**config.mk**
```make
export PLATFORM = sky130hd
export DESIGN_NAME = fifo_page_frame_replacer
export DESIGN_NICKNAME = d
export VERILOG_FILES = /design/src/hdl/fpfr_pkg.sv /design/src/hdl/fifo_page_frame_replacer.sv /design/src/hdl/fpfr_ram.sv /design/src/hdl/fpfr_ctrl.sv /design/src/hdl/fpfr_dp.sv
export VERILOG_INCLUDE_DIRS = /design/src /design/src/hdl
export SDC_FILE = /design/constraint.sdc
export NUM_CORES = 2
export LEC_CHECK = 0
export BUFFER_PORTS_ARGS = -buffer_cell sky130_fd_sc_hd__buf_2
export CELL_PAD_IN_SITES_DETAIL_PLACEMENT = 0
export CELL_PAD_IN_SITES_GLOBAL_PLACEMENT = 2
export CORE_UTILIZATION = 33
export DETAILED_ROUTE_END_ITERATION = 8
export HOLD_SLACK_MARGIN = 0.02
export PLACE_DENSITY = 0.66
export SYNTH_ARGS = -nofsm -noshare
export SYNTH_HDL_FRONTEND = slang
export SYNTH_SLANG_ARGS = --single-unit
```
**constraint.sdc**
```tcl
create_clock -name clk -period 6.2 [get_ports clk]
set_input_delay 0.62 -clock clk [delete_from_list [all_inputs] [get_ports clk]]
set_output_delay 0.62 -clock clk [all_outputs]
set_load 0.02 [all_outputs]
```
**src/hdl/fifo_page_frame_replacer_assert.svh**
```systemverilog
// assertion macros for the page frame replacer datapath
`ifndef FIFO_PAGE_FRAME_REPLACER_ASSERT_SVH
`define FIFO_PAGE_FRAME_REPLACER_ASSERT_SVH

// same-cycle implication, clocked on clk, quiet in reset
`define FPFR_ASSERT_IMP(lbl, ante, cons) \
  lbl: assert property (@(posedge clk) disable iff (!rst_n) (ante) |-> (cons)) \
    else $error("fpfr assertion failed");

// next-cycle implication
`define FPFR_ASSERT_NXT(lbl, ante, cons) \
  lbl: assert property (@(posedge clk) disable iff (!rst_n) (ante) |=> (cons)) \
    else $error("fpfr assertion failed");

`endif

```
**src/hdl/fpfr_pkg.sv**
```systemverilog
// shared constants and controller/datapath interface types
package fpfr_pkg;

  localparam int DEF_NUM_FRAMES = 64;
  localparam int DEF_PROC_BITS  = 8;
  localparam int DEF_PAGE_BITS  = 20;

  typedef struct packed {
    logic init_wr;
    logic start;
    logic clr_r;
    logic step;
    logic hit;
    logic alloc;
    logic evict;
    logic rel;
    logic rel_end;
    logic out_load;
  } cmd_t;

  typedef struct packed {
    logic init_last;
    logic empty;
    logic last;
    logic match;
    logic own_match;
    logic full;
    logic fin;
    logic out_busy;
  } sts_t;

endpackage

```
**src/hdl/fifo_page_frame_replacer.sv**
```systemverilog
// fifo page frame replacer: lookup, fifo replacement and release on termination
// sequence: the lookup reads the resident frames in turn (a hit stops the scan),
//   then a fault fills a free frame or evicts the oldest; a final reference walks
//   every resident frame to release the owner's frames; then the result is registered
// requests: one at a time, the next taken in the cycle after the result loads;
//   the resident-queue ram has a single read port
// reset: synchronous, active low; the free queue is then filled, tready low
module fifo_page_frame_replacer #(
  parameter int NUM_FRAMES = fpfr_pkg::DEF_NUM_FRAMES,
  parameter int PROC_BITS  = fpfr_pkg::DEF_PROC_BITS,
  parameter int PAGE_BITS  = fpfr_pkg::DEF_PAGE_BITS,
  localparam int CNT_W     = $clog2(NUM_FRAMES + 1),
  localparam int IN_W      = ((PROC_BITS + PAGE_BITS + 7) / 8) * 8,
  localparam int OUT_W     = ((2 * CNT_W + PROC_BITS + PAGE_BITS + 7) / 8) * 8
) (
  input  logic             clk,
  input  logic             rst_n,
  // request: proc_id, virt_page (lowest bit first)
  input  logic             in_tvalid,
  output logic             in_tready,
  input  logic [IN_W-1:0]  in_tdata,
  input  logic             in_tlast,   // final_ref
  // result: frame_no, evicted_proc, evicted_page, released_count
  output logic             out_tvalid,
  input  logic             out_tready,
  output logic [OUT_W-1:0] out_tdata,
  output logic [1:0]       out_tuser   // hit, evicted
);

  fpfr_pkg::cmd_t cmd;
  fpfr_pkg::sts_t sts;

  logic                 hit, evicted;
  logic [CNT_W-1:0]     frame_no, released_count;
  logic [PROC_BITS-1:0] evicted_proc;
  logic [PAGE_BITS-1:0] evicted_page;

  // controller only sequences; all storage sits in the datapath
  fpfr_ctrl u_ctrl (
    .clk(clk), .rst_n(rst_n),
    .in_tvalid(in_tvalid), .in_tready(in_tready),
    .sts(sts), .cmd(cmd)
  );

  fpfr_dp #(
    .NUM_FRAMES(NUM_FRAMES), .PROC_BITS(PROC_BITS), .PAGE_BITS(PAGE_BITS)
  ) u_dp (
    .clk(clk), .rst_n(rst_n),
    .cmd(cmd), .sts(sts),
    .in_proc_id(in_tdata[PROC_BITS-1:0]),
    .in_virt_page(in_tdata[PROC_BITS +: PAGE_BITS]),
    .in_final_ref(in_tlast),
    .out_tready(out_tready),
    .out_valid(out_tvalid),
    .out_hit(hit),
    .out_frame_no(frame_no),
    .out_evicted(evicted),
    .out_evicted_proc(evicted_proc),
    .out_evicted_page(evicted_page),
    .out_released_count(released_count)
  );

  // pack result fields, first field lowest, zero padded to whole bytes
  assign out_tdata = OUT_W'({released_count, evicted_page, evicted_proc, frame_no});
  assign out_tuser = {evicted, hit};

endmodule

```
**src/hdl/fpfr_ram.sv**
```systemverilog
// generic single write port ram with registered read
module fpfr_ram #(
  parameter int WIDTH = 8,
  parameter int DEPTH = 64
) (
  input  logic                     clk,
  input  logic                     we,
  input  logic [$clog2(DEPTH)-1:0] waddr,
  input  logic [WIDTH-1:0]         wdata,
  input  logic [$clog2(DEPTH)-1:0] raddr,
  output logic [WIDTH-1:0]         rdata
);

  logic [WIDTH-1:0] mem [DEPTH];

  always_ff @(posedge clk) begin
    if (we) begin
      mem[waddr] <= wdata;
    end
    rdata <= mem[raddr];
  end

endmodule

```
**src/hdl/fpfr_ctrl.sv**
```systemverilog
// sequencing state machine for lookup, allocation, eviction and release
module fpfr_ctrl (
  input  logic           clk,
  input  logic           rst_n,
  input  logic           in_tvalid,
  output logic           in_tready,
  input  fpfr_pkg::sts_t sts,
  output fpfr_pkg::cmd_t cmd
);

  localparam logic [3:0] S_INIT  = 4'd0;
  localparam logic [3:0] S_IDLE  = 4'd1;
  localparam logic [3:0] S_LREAD = 4'd2;
  localparam logic [3:0] S_LCHK  = 4'd3;
  localparam logic [3:0] S_MISS  = 4'd4;
  localparam logic [3:0] S_EVRD  = 4'd5;
  localparam logic [3:0] S_EVICT = 4'd6;
  localparam logic [3:0] S_ALLOC = 4'd7;
  localparam logic [3:0] S_FIN   = 4'd8;
  localparam logic [3:0] S_RREAD = 4'd9;
  localparam logic [3:0] S_RCHK  = 4'd10;
  localparam logic [3:0] S_REND  = 4'd11;
  localparam logic [3:0] S_DONE  = 4'd12;

  logic [3:0] state_r, state_nxt;

  assign in_tready = (state_r == S_IDLE);

  always_comb begin
    cmd       = '0;
    state_nxt = state_r;
    unique case (state_r)
      S_INIT: begin
        cmd.init_wr = 1'b1;
        cmd.step    = 1'b1;
        if (sts.init_last) begin
          cmd.clr_r = 1'b1;
          cmd.step  = 1'b0;
          state_nxt = S_IDLE;
        end
      end
      S_IDLE: begin
        if (in_tvalid) begin
          cmd.start = 1'b1;
          state_nxt = sts.empty ? S_MISS : S_LREAD;
        end
      end
      S_LREAD: state_nxt = S_LCHK;
      S_LCHK: begin
        if (sts.match) begin
          cmd.hit   = 1'b1;
          state_nxt = S_FIN;
        end else if (sts.last) begin
          state_nxt = S_MISS;
        end else begin
          cmd.step  = 1'b1;
          state_nxt = S_LREAD;
        end
      end
      S_MISS: begin
        cmd.clr_r = 1'b1;
        state_nxt = sts.full ? S_EVRD : S_ALLOC;
      end
      S_EVRD: state_nxt = S_EVICT;
      S_EVICT: begin
        cmd.evict = 1'b1;
        state_nxt = S_FIN;
      end
      S_ALLOC: begin
        cmd.alloc = 1'b1;
        state_nxt = S_FIN;
      end
      S_FIN: begin
        cmd.clr_r = 1'b1;
        state_nxt = sts.fin ? S_RREAD : S_DONE;
      end
      S_RREAD: state_nxt = S_RCHK;
      S_RCHK: begin
        cmd.rel   = 1'b1;
        state_nxt = sts.last ? S_REND : S_RREAD;
      end
      S_REND: begin
        cmd.rel_end = 1'b1;
        state_nxt   = S_DONE;
      end
      S_DONE: begin
        if (!sts.out_busy) begin
          cmd.out_load = 1'b1;
          state_nxt    = S_IDLE;
        end
      end
      default: state_nxt = S_IDLE;
    endcase
  end

  always_ff @(posedge clk) begin
    if (!rst_n) begin
      state_r <= S_INIT;
    end else begin
      state_r <= state_nxt;
    end
  end

endmodule

```
**src/hdl/fpfr_dp.sv**
```systemverilog
// datapath: resident and free frame queues, pointers, counters, result register
module fpfr_dp #(
  parameter int NUM_FRAMES = fpfr_pkg::DEF_NUM_FRAMES,
  parameter int PROC_BITS  = fpfr_pkg::DEF_PROC_BITS,
  parameter int PAGE_BITS  = fpfr_pkg::DEF_PAGE_BITS,
  localparam int IDX_W     = $clog2(NUM_FRAMES),
  localparam int CNT_W     = $clog2(NUM_FRAMES + 1)
) (
  input  logic                 clk,
  input  logic                 rst_n,
  input  fpfr_pkg::cmd_t       cmd,
  output fpfr_pkg::sts_t       sts,
  input  logic [PROC_BITS-1:0] in_proc_id,
  input  logic [PAGE_BITS-1:0] in_virt_page,
  input  logic                 in_final_ref,
  input  logic                 out_tready,
  output logic                 out_valid,
  output logic                 out_hit,
  output logic [CNT_W-1:0]     out_frame_no,
  output logic                 out_evicted,
  output logic [PROC_BITS-1:0] out_evicted_proc,
  output logic [PAGE_BITS-1:0] out_evicted_page,
  output logic [CNT_W-1:0]     out_released_count
);

  localparam int ENT_W = IDX_W + PROC_BITS + PAGE_BITS;

  function automatic logic [IDX_W-1:0] wrap_add(input logic [IDX_W-1:0] a,
                                                input logic [CNT_W-1:0] b);
    logic [CNT_W:0] s;
    s = (CNT_W+1)'(a) + (CNT_W+1)'(b);
    if (s >= (CNT_W+1)'(NUM_FRAMES)) begin
      s = s - (CNT_W+1)'(NUM_FRAMES);
    end
    return s[IDX_W-1:0];
  endfunction

  logic [PROC_BITS-1:0] proc_r;
  logic [PAGE_BITS-1:0] page_r;
  logic                 fin_r;
  logic [IDX_W-1:0]     r_r, res_head_r, free_head_r;
  logic [CNT_W-1:0]     kept_r, res_cnt_r, free_cnt_r, freed_r;
  logic                 hit_r, ev_r;
  logic [IDX_W-1:0]     frame_r;
  logic [PROC_BITS-1:0] evp_r;
  logic [PAGE_BITS-1:0] evg_r;
  logic                 out_valid_r;

  logic                 res_we, free_we;
  logic [IDX_W-1:0]     res_waddr, free_waddr, res_raddr;
  logic [ENT_W-1:0]     res_wdata, res_rdata;
  logic [IDX_W-1:0]     free_wdata, free_rdata;
  logic [IDX_W-1:0]     rd_frame;
  logic [PROC_BITS-1:0] rd_owner;
  logic [PAGE_BITS-1:0] rd_page;
  logic [CNT_W:0]       frames_total;

  assign rd_frame  = res_rdata[IDX_W-1:0];
  assign rd_owner  = res_rdata[IDX_W +: PROC_BITS];
  assign rd_page   = res_rdata[IDX_W+PROC_BITS +: PAGE_BITS];
  assign res_raddr = wrap_add(res_head_r, CNT_W'(r_r));

  // resident queue entries are {page, owner, frame}, oldest at the head
  fpfr_ram #(.WIDTH(ENT_W), .DEPTH(NUM_FRAMES)) u_res_ram (
    .clk(clk), .we(res_we), .waddr(res_waddr), .wdata(res_wdata),
    .raddr(res_raddr), .rdata(res_rdata)
  );

  fpfr_ram #(.WIDTH(IDX_W), .DEPTH(NUM_FRAMES)) u_free_ram (
    .clk(clk), .we(free_we), .waddr(free_waddr), .wdata(free_wdata),
    .raddr(free_head_r), .rdata(free_rdata)
  );

  always_comb begin
    res_we    = 1'b0;
    res_waddr = res_head_r;
    res_wdata = res_rdata;
    if (cmd.alloc) begin
      res_we    = 1'b1;
      res_waddr = wrap_add(res_head_r, res_cnt_r);
      res_wdata = {page_r, proc_r, free_rdata};
    end else if (cmd.evict) begin
      res_we    = 1'b1;
      res_wdata = {page_r, proc_r, rd_frame};
    end else if (cmd.rel && !sts.own_match) begin
      res_we    = 1'b1;
      res_waddr = wrap_add(res_head_r, kept_r);
    end
  end

  always_comb begin
    free_we    = 1'b0;
    free_waddr = r_r;
    free_wdata = r_r;
    if (cmd.init_wr) begin
      free_we = 1'b1;
    end else if (cmd.rel && sts.own_match) begin
      free_we    = 1'b1;
      free_waddr = wrap_add(free_head_r, free_cnt_r);
      free_wdata = rd_frame;
    end
  end

  always_comb begin
    sts.init_last = (r_r == IDX_W'(NUM_FRAMES - 1));
    sts.empty     = (res_cnt_r == '0);
    sts.last      = ((CNT_W'(r_r) + CNT_W'(1)) == res_cnt_r);
    sts.own_match = (rd_owner == proc_r);
    sts.match     = sts.own_match && (rd_page == page_r);
    sts.full      = (free_cnt_r == '0);
    sts.fin       = fin_r;
    sts.out_busy  = out_valid_r && !out_tready;
  end

  always_ff @(posedge clk) begin
    if (cmd.start) begin
      proc_r  <= in_proc_id;
      page_r  <= in_virt_page;
      fin_r   <= in_final_ref;
      hit_r   <= 1'b0;
      ev_r    <= 1'b0;
      evp_r   <= '0;
      evg_r   <= '0;
      frame_r <= '0;
    end
    if (cmd.hit) begin
      hit_r   <= 1'b1;
      frame_r <= rd_frame;
    end
    if (cmd.alloc) begin
      frame_r <= free_rdata;
    end
    if (cmd.evict) begin
      ev_r    <= 1'b1;
      evp_r   <= rd_owner;
      evg_r   <= rd_page;
      frame_r <= rd_frame;
    end
    if (cmd.out_load) begin
      out_hit            <= hit_r;
      out_frame_no       <= CNT_W'(frame_r) + CNT_W'(1);
      out_evicted        <= ev_r;
      out_evicted_proc   <= evp_r;
      out_evicted_page   <= evg_r;
      out_released_count <= freed_r;
    end
  end

  always_ff @(posedge clk) begin
    if (!rst_n) begin
      r_r         <= '0;
      kept_r      <= '0;
      freed_r     <= '0;
      res_head_r  <= '0;
      res_cnt_r   <= '0;
      free_head_r <= '0;
      free_cnt_r  <= CNT_W'(NUM_FRAMES);
      out_valid_r <= 1'b0;
    end else begin
      if (cmd.start || cmd.clr_r) begin
        r_r    <= '0;
        kept_r <= '0;
      end
      if (cmd.start) begin
        freed_r <= '0;
      end
      if (cmd.step) begin
        r_r <= r_r + IDX_W'(1);
      end
      if (cmd.alloc) begin
        res_cnt_r   <= res_cnt_r + CNT_W'(1);
        free_cnt_r  <= free_cnt_r - CNT_W'(1);
        free_head_r <= wrap_add(free_head_r, CNT_W'(1));
      end
      if (cmd.evict) begin
        res_head_r <= wrap_add(res_head_r, CNT_W'(1));
      end
      if (cmd.rel) begin
        r_r <= r_r + IDX_W'(1);
        if (sts.own_match) begin
          free_cnt_r <= free_cnt_r + CNT_W'(1);
          freed_r    <= freed_r + CNT_W'(1);
        end else begin
          kept_r <= kept_r + CNT_W'(1);
        end
      end
      if (cmd.rel_end) begin
        res_cnt_r <= kept_r;
      end
      if (cmd.out_load) begin
        out_valid_r <= 1'b1;
      end else if (out_tready) begin
        out_valid_r <= 1'b0;
      end
    end
  end

  assign out_valid = out_valid_r;

  // frames held by both queues together
  assign frames_total = (CNT_W+1)'(free_cnt_r) + (CNT_W+1)'(res_cnt_r);

`include "fifo_page_frame_replacer_assert.svh"

  // a free frame must exist when allocating, none when evicting
  `FPFR_ASSERT_IMP(a_alloc_has_free, cmd.alloc, free_cnt_r != '0)
  `FPFR_ASSERT_IMP(a_evict_when_full, cmd.evict, res_cnt_r == CNT_W'(NUM_FRAMES))
  // allocation moves exactly one frame from free to resident
  `FPFR_ASSERT_NXT(a_alloc_moves_one, cmd.alloc, free_cnt_r == $past(free_cnt_r) - CNT_W'(1))
  // when a request starts, the two queues together hold every frame
  `FPFR_ASSERT_IMP(a_frames_conserved, cmd.start, frames_total == (CNT_W+1)'(NUM_FRAMES))

endmodule

```
==> impl_results.html <==
<table>
<tr><th>Metric</th><th>Value</th></tr>
<tr><th colspan="2">Outcome</th></tr>
<tr><td>Outcome</td><td>finished clean</td></tr>
<tr><th colspan="2">Synth</th></tr>
<tr><td>EDFF count, synth</td><td>2667</td></tr>
<tr><td>Leading post-synthesis cells by cell area</td><td>sky130_fd_sc_hd__edfxtp_1 (75%), sky130_fd_sc_hd__mux4_2 (17%), sky130_fd_sc_hd__dfxtp_1 (1.7%)</td></tr>
<tr><td>Share of Yosys cell area claimed by the top area cell type</td><td>around 75%</td></tr>
<tr><td>Distinct cells, synth</td><td>66</td></tr>
<tr><td>Post-synth top flop</td><td>sky130_fd_sc_hd__edfxtp_1</td></tr>
<tr><td>Gate Count Post-Synth</td><td>4700</td></tr>
<tr><td>Share of the yosys chip area belonging to registers</td><td>76.59%</td></tr>
<tr><td>Total of warnings raised by yosys</td><td>0</td></tr>
<tr><td>Proportion of register bits with asynchronous set or reset after synthesis</td><td>0%</td></tr>
<tr><td>Post-synthesis register bit count</td><td>2760</td></tr>
<tr><td>Post-Synthesis Cell Area</td><td>0.1070 mm^2</td></tr>
<tr><td>Synthesized area per cell</td><td>22.77 um^2</td></tr>
<tr><td>Post-synth top area cell</td><td>sky130_fd_sc_hd__edfxtp_1</td></tr>
<tr><th colspan="2">Setup path</th></tr>
<tr><td>Number of buffers and inverters on the critical path</td><td>2</td></tr>
<tr><td>List of cells traversed by the critical path</td><td>xnor2_1 -&gt; nand4_1 -&gt; buf_4 -&gt; o21ai_2 -&gt; mux2i_1 -&gt; a221oi_2 -&gt; nand3_1 -&gt; nor3_2 -&gt; buf_4</td></tr>
<tr><td>Critical path capture point type</td><td>flip-flop</td></tr>
<tr><td>Number of cell instances on the worst register-to-register path</td><td>9</td></tr>
<tr><td>Critical Path RT</td><td>6650 ps</td></tr>
<tr><td>Crit path largest cell delay</td><td>660 ps</td></tr>
<tr><td>Startpoint types</td><td>flip-flop</td></tr>
<tr><td>Cell type group with the largest total delay on the critical path</td><td>simple AND/OR/NAND/NOR gates</td></tr>
<tr><td>Crit path top cell by count</td><td>sky130_fd_sc_hd__buf_4</td></tr>
<tr><td>Setup CP Type</td><td>reg -&gt; reg</td></tr>
<tr><td>CP max-delay cell</td><td>sky130_fd_sc_hd__a221oi_2</td></tr>
<tr><td>Data arrival time of the worst path</td><td>around 5400 ps</td></tr>
<tr><td>Instance count on the critical path</td><td>9</td></tr>
<tr><td>Peak fanout along the critical path</td><td>34</td></tr>
<tr><th colspan="2">Placed design</th></tr>
<tr><td>Final GP Congestion</td><td>0.7520</td></tr>
<tr><td>HPWL after detailed placement</td><td>145700 um</td></tr>
<tr><td>Input/output buffers</td><td>78</td></tr>
<tr><td>Minimum setup slack after placement</td><td>1347 ps</td></tr>
<tr><td>Number of cells after detailed placement</td><td>9007</td></tr>
<tr><th colspan="2">Routing</th></tr>
<tr><td>Initial detailed-routing violation count</td><td>4871</td></tr>
<tr><td>Vias after detailed routing</td><td>just under 50000</td></tr>
<tr><td>Antenna Violating Nets Remaining</td><td>0</td></tr>
<tr><td>Number of remaining DRC errors</td><td>0</td></tr>
<tr><td>Via-to-Cell Ratio</td><td>5.176</td></tr>
<tr><td>Final wirelength</td><td>between 200000 and 300000 um</td></tr>
<tr><td>1st-pass router iterations</td><td>7</td></tr>
<tr><td>Wire length per cell after detailed routing</td><td>27.97 um</td></tr>
<tr><th colspan="2">Cells and area</th></tr>
<tr><td>Layout net count</td><td>5104</td></tr>
<tr><td>FF/Latch Area</td><td>0.08196 mm^2</td></tr>
<tr><td>Fraction of final layout cells sized beyond drive strength 1</td><td>between 30% and 40%</td></tr>
<tr><td>Fill cell count</td><td>28740</td></tr>
<tr><td>Non-filler cells, final</td><td>9571</td></tr>
<tr><td>Area growth, synth to finish</td><td>15.51%</td></tr>
<tr><td>Multi-input gate area</td><td>0.02427 mm^2</td></tr>
<tr><th colspan="2">Clock tree</th></tr>
<tr><td>Number of buffers created by CTS</td><td>301</td></tr>
<tr><td>CTS Sinks</td><td>2760</td></tr>
<tr><td>TritonCTS clock tree</td><td>yes</td></tr>
<tr><td>Maximum buffer depth of the clock tree</td><td>4</td></tr>
<tr><td>Library cell used as clock root buffer</td><td>sky130_fd_sc_hd__clkbuf_16</td></tr>
<tr><td>Worst-Skew Late Latency</td><td>880 ps</td></tr>
<tr><td>Number of cells upsized or downsized after cts</td><td>0</td></tr>
<tr><td># H-tree levels</td><td>5</td></tr>
<tr><td>Clock-pin slew of the registers on the worst-case setup and hold paths</td><td>60 ps</td></tr>
<tr><th colspan="2">GRT</th></tr>
<tr><td>Largest net degree at the start of global routing</td><td>90</td></tr>
<tr><td>Overflow left after global routing</td><td>0</td></tr>
<tr><td>Global-route wire length before repair</td><td>about 380000 um</td></tr>
<tr><td>GR Util All Layers</td><td>16.36%</td></tr>
<tr><td>Initial antenna violation count</td><td>5</td></tr>
<tr><td>Number of global-route vias before repair</td><td>about 50000</td></tr>
<tr><th colspan="2">Power and ir drop</th></tr>
<tr><td>Power density cells</td><td>327.0 mW/mm^2</td></tr>
<tr><td>Overall Power</td><td>0.04042 W</td></tr>
<tr><td>Static leakage</td><td>37.31 nW</td></tr>
<tr><td>IR drop worst, VDD</td><td>254.2 uV</td></tr>
<tr><th colspan="2">Worst hold path</th></tr>
<tr><td>Number of cells on the worst hold path</td><td>1</td></tr>
<tr><td>Worst min-delay path category</td><td>in -&gt; reg</td></tr>
<tr><th colspan="2">Timing</th></tr>
<tr><td>Highest clock rate</td><td>203.8 MHz</td></tr>
<tr><td>Worst Slack Setup Final</td><td>1294 ps</td></tr>
<tr><td>Max-slew violation total from the final report</td><td>0</td></tr>
<tr><td>Hold violation count in the final report</td><td>0</td></tr>
<tr><td>Minimum period implied by the final worst setup slack</td><td>4906 ps</td></tr>
<tr><td>Setup repair after global routing missed its margin</td><td>false</td></tr>
<tr><td>Final-report setup violation count</td><td>0</td></tr>
<tr><td>Layout Skew</td><td>89.33 ps</td></tr>
<tr><td>TNS Setup</td><td>0 ps</td></tr>
<tr><td>Ratio of final minimum period to clock period</td><td>79.13%</td></tr>
<tr><td>Least-Margin Pin Slew</td><td>1320 ps</td></tr>
<tr><td>Max_slew headroom</td><td>11.99%</td></tr>
<tr><th colspan="2">Die</th></tr>
<tr><td>Ports placed on the boundary</td><td>89</td></tr>
<tr><td>Die Ht</td><td>571.4 um</td></tr>
<tr><td>Area of the placeable core</td><td>approximately 0.32 mm^2</td></tr>
<tr><td>Width of the die</td><td>about 570 um</td></tr>
<tr><td>Initial core utilization</td><td>around 33%</td></tr>
<tr><td>Area of the die</td><td>0.3265 mm^2</td></tr>
<tr><td># rows</td><td>about 210</td></tr>
<tr><th colspan="2">Flow run</th></tr>
<tr><td>Count of maximum capacitance violations</td><td>0</td></tr>
</table>
## cells in the mapped netlist (all sizes together) (41+ instances only)
master  number
a21oi       64
and2        47
buf        122
clkbuf     125
dfxtp       93
edfxtp    2667
mux2i       41
mux4       806
nand2      100
nor2       113
nor2b       49
nor3        80
xnor2       50
## repair_timing
item | in CTS | in global routing
hold endpoints to repair | 27 | 0
hold buffers | 27 | 0
buffers inserted | 0 | 0
## power by group
group          internal (W)  total (W)  switching (W)
Combinational      0.000863    0.00220        0.00133
Clock                0.0101     0.0173        0.00720
Sequential           0.0209     0.0209      0.0000611
Total                0.0318     0.0404        0.00860
## logic make-up after synthesis
logic type / Yosys count / synth area share, %
adder cells (fa/ha/maj): 35 / 0.4373
AO/OA/AOI/OAI: 196 / 1.189
multiplexers: 878 / 17.67
buffers and inverters: 266 / 1.202
XOR/XNOR: 78 / 0.6455
AND/OR/NAND/NOR: 486 / 2.260
flip-flops: 2760 / 76.59
other: 1 / 0.003505
## worst register-to-register path, cell delays in order (launching register included)
cell	delay, ps
sky130_fd_sc_hd__edfxtp_1	390
sky130_fd_sc_hd__xnor2_1	210
sky130_fd_sc_hd__nand4_1	370
sky130_fd_sc_hd__buf_4	340
sky130_fd_sc_hd__o21ai_2	640
sky130_fd_sc_hd__mux2i_1	240
sky130_fd_sc_hd__a221oi_2	660
sky130_fd_sc_hd__nand3_1	660
sky130_fd_sc_hd__nor3_2	320
sky130_fd_sc_hd__buf_4	660
## layout make-up
cell class | instances | area share, %
clock inverter | 152 | 1.166
inverter | 19 | 0.05770
antenna | 4 | 0.008099
multi-input combinational | 1679 | 19.63
timing repair buffer | 271 | 1.978
tap | 4305 | 4.358
clock buffer | 381 | 6.488
sequential | 2760 | 66.31
## per-stage QoR
step,hold WS (ps),utilization [%],instance area [um^2]
2_1_floorplan,400.3,-,107000
3_3_place_gp,406.8,35.37,113900
3_5_place_dp,405.4,35.37,113900
4_1_cts,46.33,38.39,123600
5_1_grt,29.75,38.39,123600
6_report,70.83,38.39,123600
## routing by layer
layer  global-route usage (%)  routed length [um]  up-vias
met5                        0                   0        -
met1                    23.13              116700    27160
li1                         -                   -    20610
met3                    2.299               14360      348
met4                    3.571                5159        0
met2                    26.87              131400     1420
## cells in the final DEF (no fill, tap or decap), drive strengths merged, types with 11 or more instances in the layout
cell type and instances:
a211oi 36, a21boi 11, a21oi 64, and2 47, and3 13, buf 244, bufinv 22, clkbuf 381
clkinv 111, dfxtp 93, dlygate4sd3 27, edfxtp 2667, ha 31, inv 30, mux2 31, mux2i 41
mux4 806, nand2 100, nand3 31, nand4 13, nor2 113, nor2b 49, nor3 80, o21ai 30
xnor2 50, xor2 28
## flip-flops by register name, indices dropped and copies added, names as in the netlist, 8 cells and up
name	count
u_dp.out_evicted_page	20
u_dp.u_res_ram.rdata	34
u_dp.out_evicted_proc	8
u_dp.evp_r	8
u_dp.proc_r	8
u_dp.u_res_ram.mem	2176
u_dp.evg_r	20
u_dp.u_free_ram.mem	384
u_dp.page_r	20
## path summary, 6_finish.rpt
check	startpoint	to	slack, ps
min reg2reg	u_dp.evg_r[9]$_SDFFCE_PN0P_	u_dp.out_evicted_page[9]$_DFFE_PP_	410
min	in_tdata[5]	u_dp.proc_r[5]$_DFFE_PP_	70
max	u_dp.proc_r[6]$_DFFE_PP_	u_dp.u_res_ram.mem[51][33]$_DFFE_PP_	1290
max reg2reg	u_dp.proc_r[6]$_DFFE_PP_	u_dp.u_res_ram.mem[51][33]$_DFFE_PP_	1290
Note: power is estimated with default switching activity, not from simulation.
